<file path="src/rtl/core/asfd_pkg.sv">
// ----------------------------------------------------------------------------
// asfd_pkg
// Types and constants shared by the shake and face-down detector.
// ----------------------------------------------------------------------------
package asfd_pkg;

  localparam int AXIS_W     = 15;
  localparam int MAG_W      = 15;
  localparam int SUM_W      = 30;
  localparam int FRAC_BITS  = 8;
  localparam int BASE_W     = 23;
  localparam int DIFF_W     = BASE_W + 1;
  localparam int MUL_A_W    = 25;
  localparam int MUL_B_W    = 16;
  localparam int PROD_W     = MUL_A_W + MUL_B_W;
  localparam int AVG_SHIFT  = 16;
  localparam int STEP_W     = PROD_W - AVG_SHIFT;
  localparam int SQRT_STEPS = 15;
  localparam int CFG_IDX_W  = 2;

  localparam logic [MUL_B_W-1:0] AVG_WEIGHT  = 16'd3277;
  localparam logic [BASE_W-1:0]  BASE_RESET  = 23'd262144;
  localparam logic [BASE_W-1:0]  BASE_MAX    = 23'h7FFFFF;

  localparam logic [14:0] THR_RESET  = 15'd819;
  localparam logic [14:0] ZLIM_RESET = 15'h7D33;   // -717
  localparam logic [14:0] TOL_RESET  = 15'd410;

  typedef enum logic [CFG_IDX_W-1:0] {
    REG_SHAKE_THR = 2'd0,
    REG_Z_LIMIT   = 2'd1,
    REG_LEVEL_TOL = 2'd2,
    REG_UNUSED    = 2'd3
  } cfg_reg_t;

  typedef enum logic [2:0] {
    ST_IDLE,
    ST_SQUARE,
    ST_START,
    ST_ROOT,
    ST_DIFF,
    ST_UPDATE
  } state_t;

  typedef struct packed {
    logic in_ready;
    logic sq_en;
    logic sqrt_start;
    logic diff_en;
    logic upd_en;
  } ctrl_t;

  // magnitude of a 15-bit two's complement value; -16384 maps to 16384
  function automatic logic [AXIS_W-1:0] abs15(input logic [AXIS_W-1:0] v);
    abs15 = v[AXIS_W-1] ? (~v + 1'b1) : v;
  endfunction

endpackage

</file>
<file path="src/rtl/core/accel_shake_and_facedown_detect.sv">
// An accepted item goes through the square, start, root, diff and update states;
// no new item is taken until it is through. The 15-step square root takes most
// of that time; the three squares and the average step share one multiplier.
// in_tready is high only while the sequencer is idle; a waiting result stalls
// the final update step. Synchronous reset restores registers and baseline.
// ----------------------------------------------------------------------------
// accel_shake_and_facedown_detect
// Shake and face-down detector for three-axis acceleration samples.
// ----------------------------------------------------------------------------
module accel_shake_and_facedown_detect (
  input  logic        clk,
  input  logic        rst_n,
  input  logic        in_tvalid,
  output logic        in_tready,
  input  logic [47:0] in_tdata,    // accel_x[14:0], accel_y[29:15], accel_z[44:30]
  output logic        out_tvalid,
  input  logic        out_tready,
  output logic [23:0] out_tdata,   // shaken[0], face_down[1], magnitude[16:2]
  input  logic        cfg_valid,
  output logic        cfg_ready,
  input  logic [1:0]  cfg_index,
  input  logic [14:0] cfg_data
);
  import asfd_pkg::*;

  state_t state_r, state_nxt;
  ctrl_t  ctrl;

  logic [14:0] thr_r, zlim_r, tol_r;

  logic [AXIS_W-1:0] ax_r, ay_r, az_r;
  logic [1:0]        cnt_r;
  logic [SUM_W-1:0]  acc_r;
  logic              face_r, shaken_r;

  logic signed [MUL_A_W-1:0] mul_a;
  logic signed [MUL_B_W-1:0] mul_b;
  logic signed [PROD_W-1:0]  prod_r;
  logic [AXIS_W-1:0]         sq_sel;

  logic              out_valid_r;
  logic [MAG_W-1:0]  out_mag_r;
  logic              out_shaken_r, out_face_r;

  logic              sqrt_done;
  logic [MAG_W-1:0]  root;
  logic signed [DIFF_W-1:0] diff;
  logic              shaken;
  logic              out_free;

  logic [AXIS_W-1:0] in_x, in_y, in_z;

  assign in_x     = in_tdata[14:0];
  assign in_y     = in_tdata[29:15];
  assign in_z     = in_tdata[44:30];
  assign out_free = !out_valid_r || out_tready;

  // ---- sequencer ----
  always_comb begin
    state_nxt = state_r;
    unique case (state_r)
      ST_IDLE:   if (in_tvalid) state_nxt = ST_SQUARE;
      ST_SQUARE: if (cnt_r == 2'd3) state_nxt = ST_START;
      ST_START:  state_nxt = ST_ROOT;
      ST_ROOT:   if (sqrt_done) state_nxt = ST_DIFF;
      ST_DIFF:   state_nxt = ST_UPDATE;
      ST_UPDATE: if (out_free) state_nxt = ST_IDLE;
      default:   state_nxt = ST_IDLE;
    endcase
  end

  always_comb begin
    ctrl = '0;
    unique case (state_r)
      ST_IDLE:   ctrl.in_ready   = 1'b1;
      ST_SQUARE: ctrl.sq_en      = 1'b1;
      ST_START:  ctrl.sqrt_start = 1'b1;
      ST_ROOT:   ctrl            = '0;
      ST_DIFF:   ctrl.diff_en    = 1'b1;
      ST_UPDATE: ctrl.upd_en     = out_free;
      default:   ctrl            = '0;
    endcase
  end

  always_ff @(posedge clk) begin
    if (!rst_n) state_r <= ST_IDLE;
    else        state_r <= state_nxt;
  end

  // ---- configuration ----
  // nothing is taken while reset is held
  assign cfg_ready = rst_n;

  always_ff @(posedge clk) begin
    if (!rst_n) begin
      thr_r  <= THR_RESET;
      zlim_r <= ZLIM_RESET;
      tol_r  <= TOL_RESET;
    end else if (cfg_valid) begin
      unique case (cfg_reg_t'(cfg_index))
        REG_SHAKE_THR: thr_r  <= cfg_data;
        REG_Z_LIMIT:   zlim_r <= cfg_data;
        REG_LEVEL_TOL: tol_r  <= cfg_data;
        default:       ;
      endcase
    end
  end

  // ---- shared multiplier: squares, then the averaging weight ----
  always_comb begin
    case (cnt_r)
      2'd0:    sq_sel = ax_r;
      2'd1:    sq_sel = ay_r;
      default: sq_sel = az_r;
    endcase
    if (ctrl.diff_en) begin
      mul_a = MUL_A_W'(diff);
      mul_b = AVG_WEIGHT;
    end else begin
      mul_a = $signed({(MUL_A_W-AXIS_W)'(0), sq_sel});
      mul_b = $signed({(MUL_B_W-AXIS_W)'(0), sq_sel});
    end
  end

  always_ff @(posedge clk) begin
    if (!rst_n) begin
      cnt_r <= '0;
    end else if (ctrl.sq_en) begin
      cnt_r <= cnt_r + 1'b1;
    end

    if (ctrl.in_ready && in_tvalid) begin
      ax_r   <= abs15(in_x);
      ay_r   <= abs15(in_y);
      az_r   <= abs15(in_z);
      face_r <= ($signed(in_z) < $signed(zlim_r)) &&
                (abs15(in_x) < tol_r) && (abs15(in_y) < tol_r);
    end

    if (ctrl.sq_en || ctrl.diff_en)
      prod_r <= mul_a * mul_b;

    // the product is registered, so it arrives in the cycle after its operand select
    if (ctrl.sq_en) begin
      if (cnt_r == 2'd0) acc_r <= '0;
      else               acc_r <= acc_r + prod_r[SUM_W-1:0];
    end

    if (ctrl.diff_en)
      shaken_r <= shaken;
  end

  asfd_sqrt u_sqrt (
    .clk        (clk),
    .rst_n      (rst_n),
    .start_i    (ctrl.sqrt_start),
    .radicand_i (acc_r),
    .done_o     (sqrt_done),
    .root_o     (root)
  );

  asfd_baseline u_baseline (
    .clk      (clk),
    .rst_n    (rst_n),
    .mag_i    (root),
    .thr_i    (thr_r),
    .prod_i   (prod_r),
    .upd_i    (ctrl.upd_en),
    .diff_o   (diff),
    .shaken_o (shaken)
  );

  // ---- output register ----
  always_ff @(posedge clk) begin
    if (!rst_n) begin
      out_valid_r <= 1'b0;
    end else if (ctrl.upd_en) begin
      out_valid_r <= 1'b1;
    end else if (out_tready) begin
      out_valid_r <= 1'b0;
    end
    if (ctrl.upd_en) begin
      out_mag_r    <= root;
      out_shaken_r <= shaken_r;
      out_face_r   <= face_r;
    end
  end

  assign in_tready  = ctrl.in_ready && rst_n;
  assign out_tvalid = out_valid_r;
  assign out_tdata  = {7'b0, out_mag_r, out_face_r, out_shaken_r};

endmodule

</file>
<file path="src/rtl/core/asfd_sqrt.sv">
// ----------------------------------------------------------------------------
// asfd_sqrt
// Digit-by-digit integer square root, one result bit per cycle.
// ----------------------------------------------------------------------------
module asfd_sqrt (
  input  logic                            clk,
  input  logic                            rst_n,
  input  logic                            start_i,
  input  logic [asfd_pkg::SUM_W-1:0]      radicand_i,
  output logic                            done_o,
  output logic [asfd_pkg::MAG_W-1:0]      root_o
);
  import asfd_pkg::*;

  localparam int REM_W = MAG_W + 2;
  localparam int CNT_W = $clog2(SQRT_STEPS);

  logic [SUM_W-1:0] rad_r, rad_nxt;
  logic [REM_W-1:0] rem_r, rem_nxt;
  logic [MAG_W-1:0] q_r, q_nxt;
  logic [CNT_W-1:0] cnt_r, cnt_nxt;
  logic             busy_r, busy_nxt;
  logic             done_r, done_nxt;

  logic [REM_W+1:0] rem_sh;
  logic [REM_W+1:0] trial;

  always_comb begin
    rem_sh   = {rem_r, rad_r[SUM_W-1 -: 2]};
    trial    = {2'b00, q_r, 2'b01};
    rad_nxt  = rad_r;
    rem_nxt  = rem_r;
    q_nxt    = q_r;
    cnt_nxt  = cnt_r;
    busy_nxt = busy_r;
    done_nxt = 1'b0;
    if (start_i) begin
      rad_nxt  = radicand_i;
      rem_nxt  = '0;
      q_nxt    = '0;
      cnt_nxt  = '0;
      busy_nxt = 1'b1;
    end else if (busy_r) begin
      rad_nxt = {rad_r[SUM_W-3:0], 2'b00};
      if (rem_sh >= trial) begin
        rem_nxt = REM_W'(rem_sh - trial);
        q_nxt   = {q_r[MAG_W-2:0], 1'b1};
      end else begin
        rem_nxt = REM_W'(rem_sh);
        q_nxt   = {q_r[MAG_W-2:0], 1'b0};
      end
      cnt_nxt = cnt_r + 1'b1;
      if (cnt_r == CNT_W'(SQRT_STEPS - 1)) begin
        busy_nxt = 1'b0;
        done_nxt = 1'b1;
      end
    end
  end

  always_ff @(posedge clk) begin
    if (!rst_n) begin
      busy_r <= 1'b0;
      done_r <= 1'b0;
      cnt_r  <= '0;
    end else begin
      busy_r <= busy_nxt;
      done_r <= done_nxt;
      cnt_r  <= cnt_nxt;
    end
    rad_r <= rad_nxt;
    rem_r <= rem_nxt;
    q_r   <= q_nxt;
  end

  assign done_o = done_r;
  assign root_o = q_r;

endmodule

</file>
<file path="src/rtl/core/asfd_baseline.sv">
// ----------------------------------------------------------------------------
// asfd_baseline
// Running baseline of the magnitude, deviation test and average update.
// ----------------------------------------------------------------------------
module asfd_baseline (
  input  logic                               clk,
  input  logic                               rst_n,
  input  logic [asfd_pkg::MAG_W-1:0]         mag_i,
  input  logic [14:0]                        thr_i,
  input  logic signed [asfd_pkg::PROD_W-1:0] prod_i,
  input  logic                               upd_i,
  output logic signed [asfd_pkg::DIFF_W-1:0] diff_o,
  output logic                               shaken_o
);
  import asfd_pkg::*;

  logic [BASE_W-1:0]        base_r, base_nxt;
  logic [BASE_W-1:0]        fine;
  logic signed [DIFF_W-1:0] diff;
  logic [DIFF_W-1:0]        diff_neg;
  logic [BASE_W-1:0]        dev;
  logic signed [STEP_W-1:0] step;
  logic signed [STEP_W-1:0] sum;

  always_comb begin
    fine     = {mag_i, FRAC_BITS'(0)};
    diff     = $signed({1'b0, fine}) - $signed({1'b0, base_r});
    diff_neg = ~diff + 1'b1;
    dev      = diff[DIFF_W-1] ? diff_neg[BASE_W-1:0] : diff[BASE_W-1:0];
    shaken_o = dev > {thr_i, FRAC_BITS'(0)};
    diff_o   = diff;

    // arithmetic shift of the product is the floor toward minus infinity
    step = prod_i[PROD_W-1:AVG_SHIFT];
    sum  = $signed({(STEP_W-BASE_W)'(0), base_r}) + step;
    if (sum[STEP_W-1])
      base_nxt = '0;
    else if (|sum[STEP_W-2:BASE_W])
      base_nxt = BASE_MAX;
    else
      base_nxt = sum[BASE_W-1:0];
  end

  always_ff @(posedge clk) begin
    if (!rst_n) begin
      base_r <= BASE_RESET;
    end else if (upd_i) begin
      base_r <= base_nxt;
    end
  end

endmodule

</file>
<file path="config.mk">
export PLATFORM = sky130hd
export DESIGN_NAME = accel_shake_and_facedown_detect
export DESIGN_NICKNAME = d
export VERILOG_FILES = /design/src/rtl/core/asfd_pkg.sv /design/src/rtl/core/accel_shake_and_facedown_detect.sv /design/src/rtl/core/asfd_sqrt.sv /design/src/rtl/core/asfd_baseline.sv
export SDC_FILE = /design/constraint.sdc
export NUM_CORES = 1
export LEC_CHECK = 0
export BUFFER_PORTS_ARGS = -buffer_cell sky130_fd_sc_hd__buf_2
export CAP_MARGIN = 20
export CORE_MARGIN = 2
export CORE_UTILIZATION = 45
export CTS_CLUSTER_DIAMETER = 150
export DETAILED_ROUTE_END_ITERATION = 8
export SLEW_MARGIN = 0
export SYNTH_ARGS = -nofsm -noshare
export SYNTH_HDL_FRONTEND = slang
export SYNTH_SLANG_ARGS = --single-unit
</file>
<file path="constraint.sdc">
create_clock -name clk -period 11.07 [get_ports clk]
set_clock_uncertainty 0.1 [all_clocks]
set_input_delay 2.214 -clock clk [delete_from_list [all_inputs] [get_ports clk]]
set_output_delay 2.214 -clock clk [all_outputs]
set_load 0.01 [all_outputs]
</file>
## Yosys cells after proc, flatten, opt, wreduce, memory -nomap -nowiden

Index checks and enable logic that the tools add are counted.

| storage, ports and cells | value |
|---|---|
| register bits after elaboration | 277 |
| bits of input ports | 70 |
| output and inout port bits | 27 |
| logic and storage cells | 107 |

| operators by class | value |
|---|---|
| add/subtract/negate cells | 10 |
| multiply operators | 1 |
| $lt $le $gt $ge | 5 |
| equal/unequal tests | 14 |
| muxes and demuxes | 29 |
| bitwise operators | 6 |
| reductions and logical operators | 18 |

Operator list:

| cell | count |
|---|---|
| $mux W23 | 3 |
| $mux W30 | 2 |
| $add A15 B1 Y15 const B | 3 |
| $lt A15 B15 Y1 | 3 |
| $mux W15 | 3 |
| $not A15 Y15 | 3 |
| $mul A25 B16 Y41 | 1 |
| $add A30 B30 Y30 | 1 |
| $pmux W15 S2 | 1 |
| $add A24 B25 Y25 | 1 |
| $mux W25 | 1 |
| $sub A23 B23 Y24 | 1 |
| $add A23 B1 Y23 const B | 1 |
| $gt A23 B23 Y1 | 1 |
| $not A23 Y23 | 1 |
| $ge A19 B17 Y1 | 1 |
| $pmux W3 S6 | 1 |
| $mux W17 | 1 |
| $sub A17 B17 Y17 | 1 |
| $mux W14 | 1 |
| $mux W1 | 12 |
| $mux W3 | 4 |
| $eq A3 B2 Y1 const B | 2 |
| $eq A3 B3 Y1 const B | 2 |
| other kinds (19) | 32 |

## Logic depth before layout (Yosys ltp)

Gate-level depths: netlist of the first run.

| depth | value |
|---|---|
| depth after elaboration | 6 |
| mapped depth | 35 |

## Modules after synthesis

Synthesis of the first run repeated with hierarchy kept, for this count alone.

| second synthesis, totals | value |
|---|---|
| cell total of the unflattened synthesis | 3238 |
| area, all modules | 30421.7 um^2 |

Modules (own cells, without submodules):

| module | times used | cells an instance | area each (um^2) | seq. area each (um^2) |
|---|---|---|---|---|
| accel_shake_and_facedown_detect | 1 | 2340 | 22617.9 | 5074.9 |
| asfd_baseline | 1 | 547 | 4142.7 | 460.4 |
| asfd_sqrt | 1 | 351 | 3661.0 | 1661.6 |

## Least setup slack after synthesis of the first run

Ideal clock, no wire load.

| timing path | value |
|---|---|
| path kind | reg-to-reg |
| from | register u_baseline.base_r[10] |
| to | register prod_r[40] (data pin) |
| library setup time | 260 ps |
| arrival time | 8337 ps |
| data required time | 10710 ps |
| setup slack | 2373 ps |
| stages on the path, launching flop included | 33 |
| path buffers | 3 |
| cells stage by stage | dfxtp_1 > inv_1 > ha_1 > buf_4 > a21oi_1 > and3_1 > a211oi_2 > o21ba_2 > o21ai_0 > a31oi_1 > buf_2 > nor2_1 > inv_1 > fa_1 > inv_1 > fa_1 > fa_1 > fa_1 > fa_1 > inv_1 > fa_1 > inv_1 > ha_1 > clkbuf_1 > a21o_1 > a21o_1 > a21o_1 > a21oi_1 > nor2_1 > a211oi_1 > or3b_1 > a31oi_1 > xnor2_1 |

| between the ends | value |
|---|---|
| word-level cells in the longest chain between the ends | 3 |

RTL lines:

| item | RTL line | source |
|---|---|---|
| start, declared | asfd_baseline.sv:17 | `logic [BASE_W-1:0] base_r, base_nxt;` |
| start signal, assigned | asfd_baseline.sv:48 | `base_r <= base_nxt;` |
| $sub A23 B23 Y24 | asfd_baseline.sv:27 | `diff = $signed({1'b0, fine}) - $signed({1'b0, base_r});` |
| $mux W25 | accel_shake_and_facedown_detect.sv:116 | `if (ctrl.diff_en) begin` |
| $mul A25 B16 Y41 | accel_shake_and_facedown_detect.sv:141 | `prod_r <= mul_a * mul_b;` |
| end signal, assigned | accel_shake_and_facedown_detect.sv:141 |  |
| end, declared | accel_shake_and_facedown_detect.sv:38 | `logic signed [PROD_W-1:0] prod_r;` |

No other way between the ends.
A chain may end at the register's enable or synchronous reset.

## Worst setup path after layout of the first run

| timing path | value |
|---|---|
| from | register state_r[1] |
| to | register prod_r[40] (data pin) |

| between the ends | value |
|---|---|
| word-level cells in the longest chain between the ends | 4 |

RTL lines:

| item | RTL line | source |
|---|---|---|
| start, declared | accel_shake_and_facedown_detect.sv:26 | `state_t state_r, state_nxt;` |
| start signal, assigned | accel_shake_and_facedown_detect.sv:87 | `else state_r <= state_nxt;` |
| $eq A3 B3 Y1 (*) | accel_shake_and_facedown_detect.sv:74 | `unique case (state_r)` |
| $mux W1 (*) | accel_shake_and_facedown_detect.sv:74 |  |
| $mux W25 or $mux W15 (tied branches) | accel_shake_and_facedown_detect.sv:116 |  |
| $mul A25 B16 Y41 (*) | accel_shake_and_facedown_detect.sv:141 |  |

Mark *: on every way between the ends. The rest lies on a longest branch, timed or not.

==> results of run 1 <==
## kinds of logic after synthesis
kind of cell / synth area share (%)
other: 0.0252
xor gates and xnor gates: 4.79
muxes: 0.912
adders and majority gates: 33.9
DFF: 24.2
AOI/OAI and AO/OA: 12.9
buffers and inverters: 8.69
and+or+nand+nor: 14.6
## sequential cells by signal, indices dropped and copies added, names as in the netlist, 17 cells and up
| signal | flops |
|---|---|
| acc_r | 30 |
| prod_r | 41 |
| u_baseline.base_r | 23 |
| u_sqrt.rad_r | 30 |
| u_sqrt.rem_r | 17 |
## through the flow
stage	hold WS [ns]	setup slack (ns)	utilization, %
6_report	0.362	1.74	49.5
5_1_grt	0.348	1.23	49.5
4_1_cts	0.345	1.72	49.4
3_5_place_dp	0.320	1.75	47.7
3_3_place_gp	0.336	1.80	47.7
2_1_floorplan	0.300	2.37	-
## critical path, stage by stage (launching register included)
cell and delay, ns:
dfxtp_1 0.60, nor2b_1 0.15, nand2b_2 0.42, inv_2 0.46, nor2_1 0.59, inv_1 0.33, o21ai_0 0.31, nand2_1 0.16
fa_1 0.56, inv_1 0.06, fa_1 0.50, fa_1 0.52, inv_1 0.05, fa_1 0.46, fa_1 0.55, inv_1 0.05
fa_1 0.47, ha_1 0.37, a21o_1 0.20, a21o_1 0.19, a2111oi_2 0.34, nor2_1 0.10, buf_4 0.17, a311oi_2 0.42
o31ai_2 0.18, or3b_1 0.40, a31oi_1 0.21, xnor2_1 0.08
## area by class of cell
class                   instances  area [sq um]  share of cell area [%]
clock buffers                  49          1000                    3.08
clock inverters                13           131                   0.405
inverters                     548          2060                    6.34
multi-input cells            2410         20300                    62.7
flip-flops and latches        277          7200                    22.2
well taps                     864          1080                    3.33
repair buffers                114           653                    2.01
## worst paths after layout
path / from / slack (ns) / endpoint
worst max-delay path: state_r[1]$_SDFFE_PN0P_ / 1.74 / prod_r[40]$_DFFE_PP_
worst min-delay path: thr_r[2]$_SDFFE_PN0P_ / 0.36 / thr_r[2]$_SDFFE_PN0P_
worst max register to register: state_r[1]$_SDFFE_PN0P_ / 1.74 / prod_r[40]$_DFFE_PP_
worst min register to register: thr_r[2]$_SDFFE_PN0P_ / 0.36 / thr_r[2]$_SDFFE_PN0P_
## cells in the final DEF, fill, tap and decap left out, types with 39 or more instances in the layout
master	n
o21ai_0	107
nand2b_1	39
a21oi_1	136
buf_2	86
a21o_1	76
xor2_1	52
conb_1	84
ha_1	258
nand2_1	412
dfxtp_1	111
xnor2_1	111
inv_1	546
nor2_1	262
edfxtp_1	165
nand3_1	45
fa_1	343
## layer usage
metal	GRT usage, %	routed length (um)
met4	5.11	1710
met2	37.3	34600
met5	0	0
met1	30.9	34700
met3	2.87	3890
==> flow_metrics.tcl, run 1 <==
set metrics [dict create \
    fp.dieArea_sq_mm 0.0683 \
    fp.dieW_um 261 \
    nFillCells 6340 \
    cts_buffer_depth 3 \
    yosysUniqueCellTypes 93 \
    grt_max_degree 55 \
    dp_hpwl_um 61600 \
    drv_slew 0 \
    critPathLaunchType "flop" \
    hold_depth 2 \
    dp.cells 4212 \
    final_cells 4275 \
    fmax_mhz 107 \
    clk_latency_ns 0.54 \
    ys.flop_type "edfxtp_1" \
    synth_common_cells "inv_1, nand2_1, fa_1, nor2_1, ha_1" \
    dr.first_iter.drc_count 1364 \
    worst_pin_slew_ns 1.09 \
    required_ns 11.25 \
    vias 22300 \
    grt_pass1_wl_um 120000 \
    numPortBuffers 86 \
    overflow 0 \
    drt_wl_total_um 74900 \
    yosysWarnings 0 \
    root_buffer "clkbuf_16" \
    rsz0062_at_grt "no" \
    synthToLayoutAreaGrowth_pct 8.99 \
    antenna_found_initial 0 \
    grt_usage_pct 22.3 \
    maxCapViolations 0 \
    cts_resized 0 \
    initial_utilization_pct 45.4 \
    diodes 0 \
    netlist_area_sq_mm 0.0298 \
    postSynthAreaPerCell_sq_um 9.13 \
    ys_seq_area_share_pct 24.2 \
    final_layout_size_suffix_gt1_share_pct 6.30 \
    cts_tree "done" \
    crit_type "flop to flop" \
    drc 0 \
    ant_nets 0 \
    critPathCaptureType "flop" \
    grt_pass1_vias 22100 \
    post_cts_buffers 0 \
    hp-class "flop to flop" \
    synth_area_leaders "fa_1, edfxtp_1, ha_1" \
    cp_max_fo 36 \
    chipHeight_um 261 \
    setup_tns_ns 0 \
    core_sq_mm 0.0656 \
    avgRoutedWirePerCell_um 17.5 \
    setup_viol 0 \
    detail_route.vias_per_cell 5.23 \
    fin_area_sq_mm 0.0325 \
    crit_arrival_ns 9.51 \
    place_area_sq_mm 0.0313 \
    post-route-period-util_pct 84.3 \
    ys_ff_latch 277 \
    reg2reg_depth 27 \
    fin_crit_ns 9.33 \
    htreeDepth 2 \
    synth_most_common_cell "inv_1" \
    fin_nets 4057 \
    hold_buffers 0 \
    timing.slew.headroom_pct 27.0 \
    synth_cells 3264 \
    rows 94 \
    numCtsBuffers 34 \
    hold_viol 0 \
    yosysTopAreaCellShare_pct 23.1 \
    postSynth.asyncResetShare_pct 0 \
    status "complete, no violations" \
    pin_count 97 \
    clkSlewWorstSetupHoldPaths_ns 0.06 \
    clock-sinks 277 \
    yosys.area.top_type "fa_1" \
    synth_edf_count 165 \
    routabilityCongestion 0.950 \
    firstDrtPassIters 6 \
]
Power of run 1 is not shown: default switching activity piles up to over one toggle a cycle in this logic, so the estimate is an artifact.
==> inputs of run 2 (changes only) <==
==> constraint.sdc (replaced) <==
create_clock -name clk -period 9 [get_ports clk]
set_clock_uncertainty 0.1 [all_clocks]
set_input_delay 1.8 -clock clk [delete_from_list [all_inputs] [get_ports clk]]
set_output_delay 1.8 -clock clk [all_outputs]
set_load 0.01 [all_outputs]
==> flow_metrics.tcl, run 2 (synthesis results as in run 1) <==
set metrics [dict create \
    mostFrequentLayoutCells "inv_1, nand2_1, fa_1" \
    grt-busiest-layer "met2" \
    grt_max_degree 56 \
    cp_max_fo 22 \
    vias 22300 \
    slowest_delay_ns 0.57 \
    final_layout_size_suffix_gt1_share_pct 7.86 \
    fin_crit_ns 8.55 \
    root_buffer "clkbuf_16" \
    cts_buffer_depth 3 \
    worst_pin_slew_ns 1.06 \
    setup_viol 0 \
    grt_use_met2_pct 38.2 \
    drt_wl_total_um 76200 \
    multi_input_area_sq_mm 0.0204 \
    reg2reg_depth 30 \
    use_met1_pct 31.5 \
    antenna_found_initial 0 \
    post-route-period-util_pct 95.1 \
    grt.met3_usage_pct 2.42 \
    top_register "prod_r" \
    initial_utilization_pct 45.4 \
    largest_reg_flops 41 \
    fp.dieArea_sq_mm 0.0683 \
    timing.slew.headroom_pct 29.1 \
    pin_count 97 \
    hold_depth 0 \
    numPortBuffers 86 \
    diodes 0 \
    detail_route.vias_per_cell 5.15 \
    fmax_mhz 117 \
    ant_nets 0 \
    hold_viol 0 \
    clk_latency_ns 0.55 \
    grt_usage_pct 22.7 \
    dp_hpwl_um 63100 \
    rows 94 \
    rsz0062_at_grt "no" \
    fin_nets 4109 \
    nFillCells 6298 \
    firstDrtPassIters 7 \
    overflow 0 \
    critPathLaunchType "flop" \
    required_ns 9.20 \
    clock-sinks 277 \
    drc 0 \
    mostFrequentLayoutCell "inv_1" \
    grt_pass1_wl_um 121000 \
    maxCapViolations 0 \
    cpMostUsedCell "fa_1" \
    fp.dieW_um 261 \
    grt_pass1_vias 22300 \
    numCtsBuffers 34 \
    cts_tree "done" \
    dr.first_iter.drc_count 1232 \
    setup_tns_ns 0 \
    core_sq_mm 0.0656 \
    routabilityCongestion 0.975 \
    status "complete, no violations" \
    regArea_sq_mm 0.00720 \
    crit_path_top_delay_cell "fa_1" \
    clkSlewWorstSetupHoldPaths_ns 0.06 \
    reg.largest.list "prod_r (41), acc_r (30), u_sqrt.rad_r (30)" \
    drv_slew 0 \
    crit_type "flop to flop" \
    crit_arrival_ns 8.75 \
    avgRoutedWirePerCell_um 17.6 \
    htreeDepth 2 \
    hp-class "flop to flop" \
    synthToLayoutAreaGrowth_pct 10.5 \
    critPathCaptureType "flop" \
    hold_buffers 0 \
    chipHeight_um 261 \
]
## run 2: cell count changes in the layout (fill, tap and decap cells not counted), sizes merged
cell / change
buf: +52
bufinv: +2
clkbuf: -1
clkinv: -1
inv: -1
## run 2: final timing paths
check                         from  slack (ns)              endpoint
max          cnt_r[0]$_SDFFE_PN0P_        0.45  prod_r[40]$_DFFE_PP_
max reg2reg  cnt_r[0]$_SDFFE_PN0P_        0.45  prod_r[40]$_DFFE_PP_
min               face_r$_DFFE_PP_        0.32  out_face_r$_DFFE_PP_
min reg2reg       face_r$_DFFE_PP_        0.32  out_face_r$_DFFE_PP_
## run 2: area by class of cell
class	instances	share of cell area, %
repair buffers	166	3.16
inverters	548	6.25
well taps	864	3.28
clock buffers	48	3.06
clock inverters	13	0.521
flip-flops and latches	277	21.9
multi-input cells	2410	61.9
## run 2: stage by stage
stage                     hold WS (ns)  utilization [%]  setup WS, ns  instances  cell area, sq um
final                            0.325             50.2         0.445       4326             32900
after global routing             0.327             50.2        0.0154       4326             32900
after CTS                        0.321             50.1         0.268       4324             32900
after detailed placement         0.305             48.3         0.313       4263             31700
after global placement           0.304             48.3         0.386       4263             31700
after floorplan                  0.300                -         0.303       3346             30100
## run 2: critical path, delay by kind of cell (launching register included)
kind | cells | cell delay, ns
DFF | 1 | 0.36
buffers and inverters | 8 | 1.01
and+or+nand+nor | 5 | 0.95
xor gates and xnor gates | 1 | 0.09
AOI/OAI and AO/OA | 8 | 2.01
adders and majority gates | 8 | 3.78
## run 2: repair_timing
item | CTS | global route
endpoints found under the setup margin | 0 | 5
buffers inserted | 0 | 0
gates resized for setup | 0 | 3
## run 2: per-layer routing
metal  up-vias  share of wire [%]
met3       105                4.1
li1      11000                  -
met2       459                 47
met1     10700                 47
met4         0                2.3
met5         -                  0
Power of run 2 is left out for the same reason.
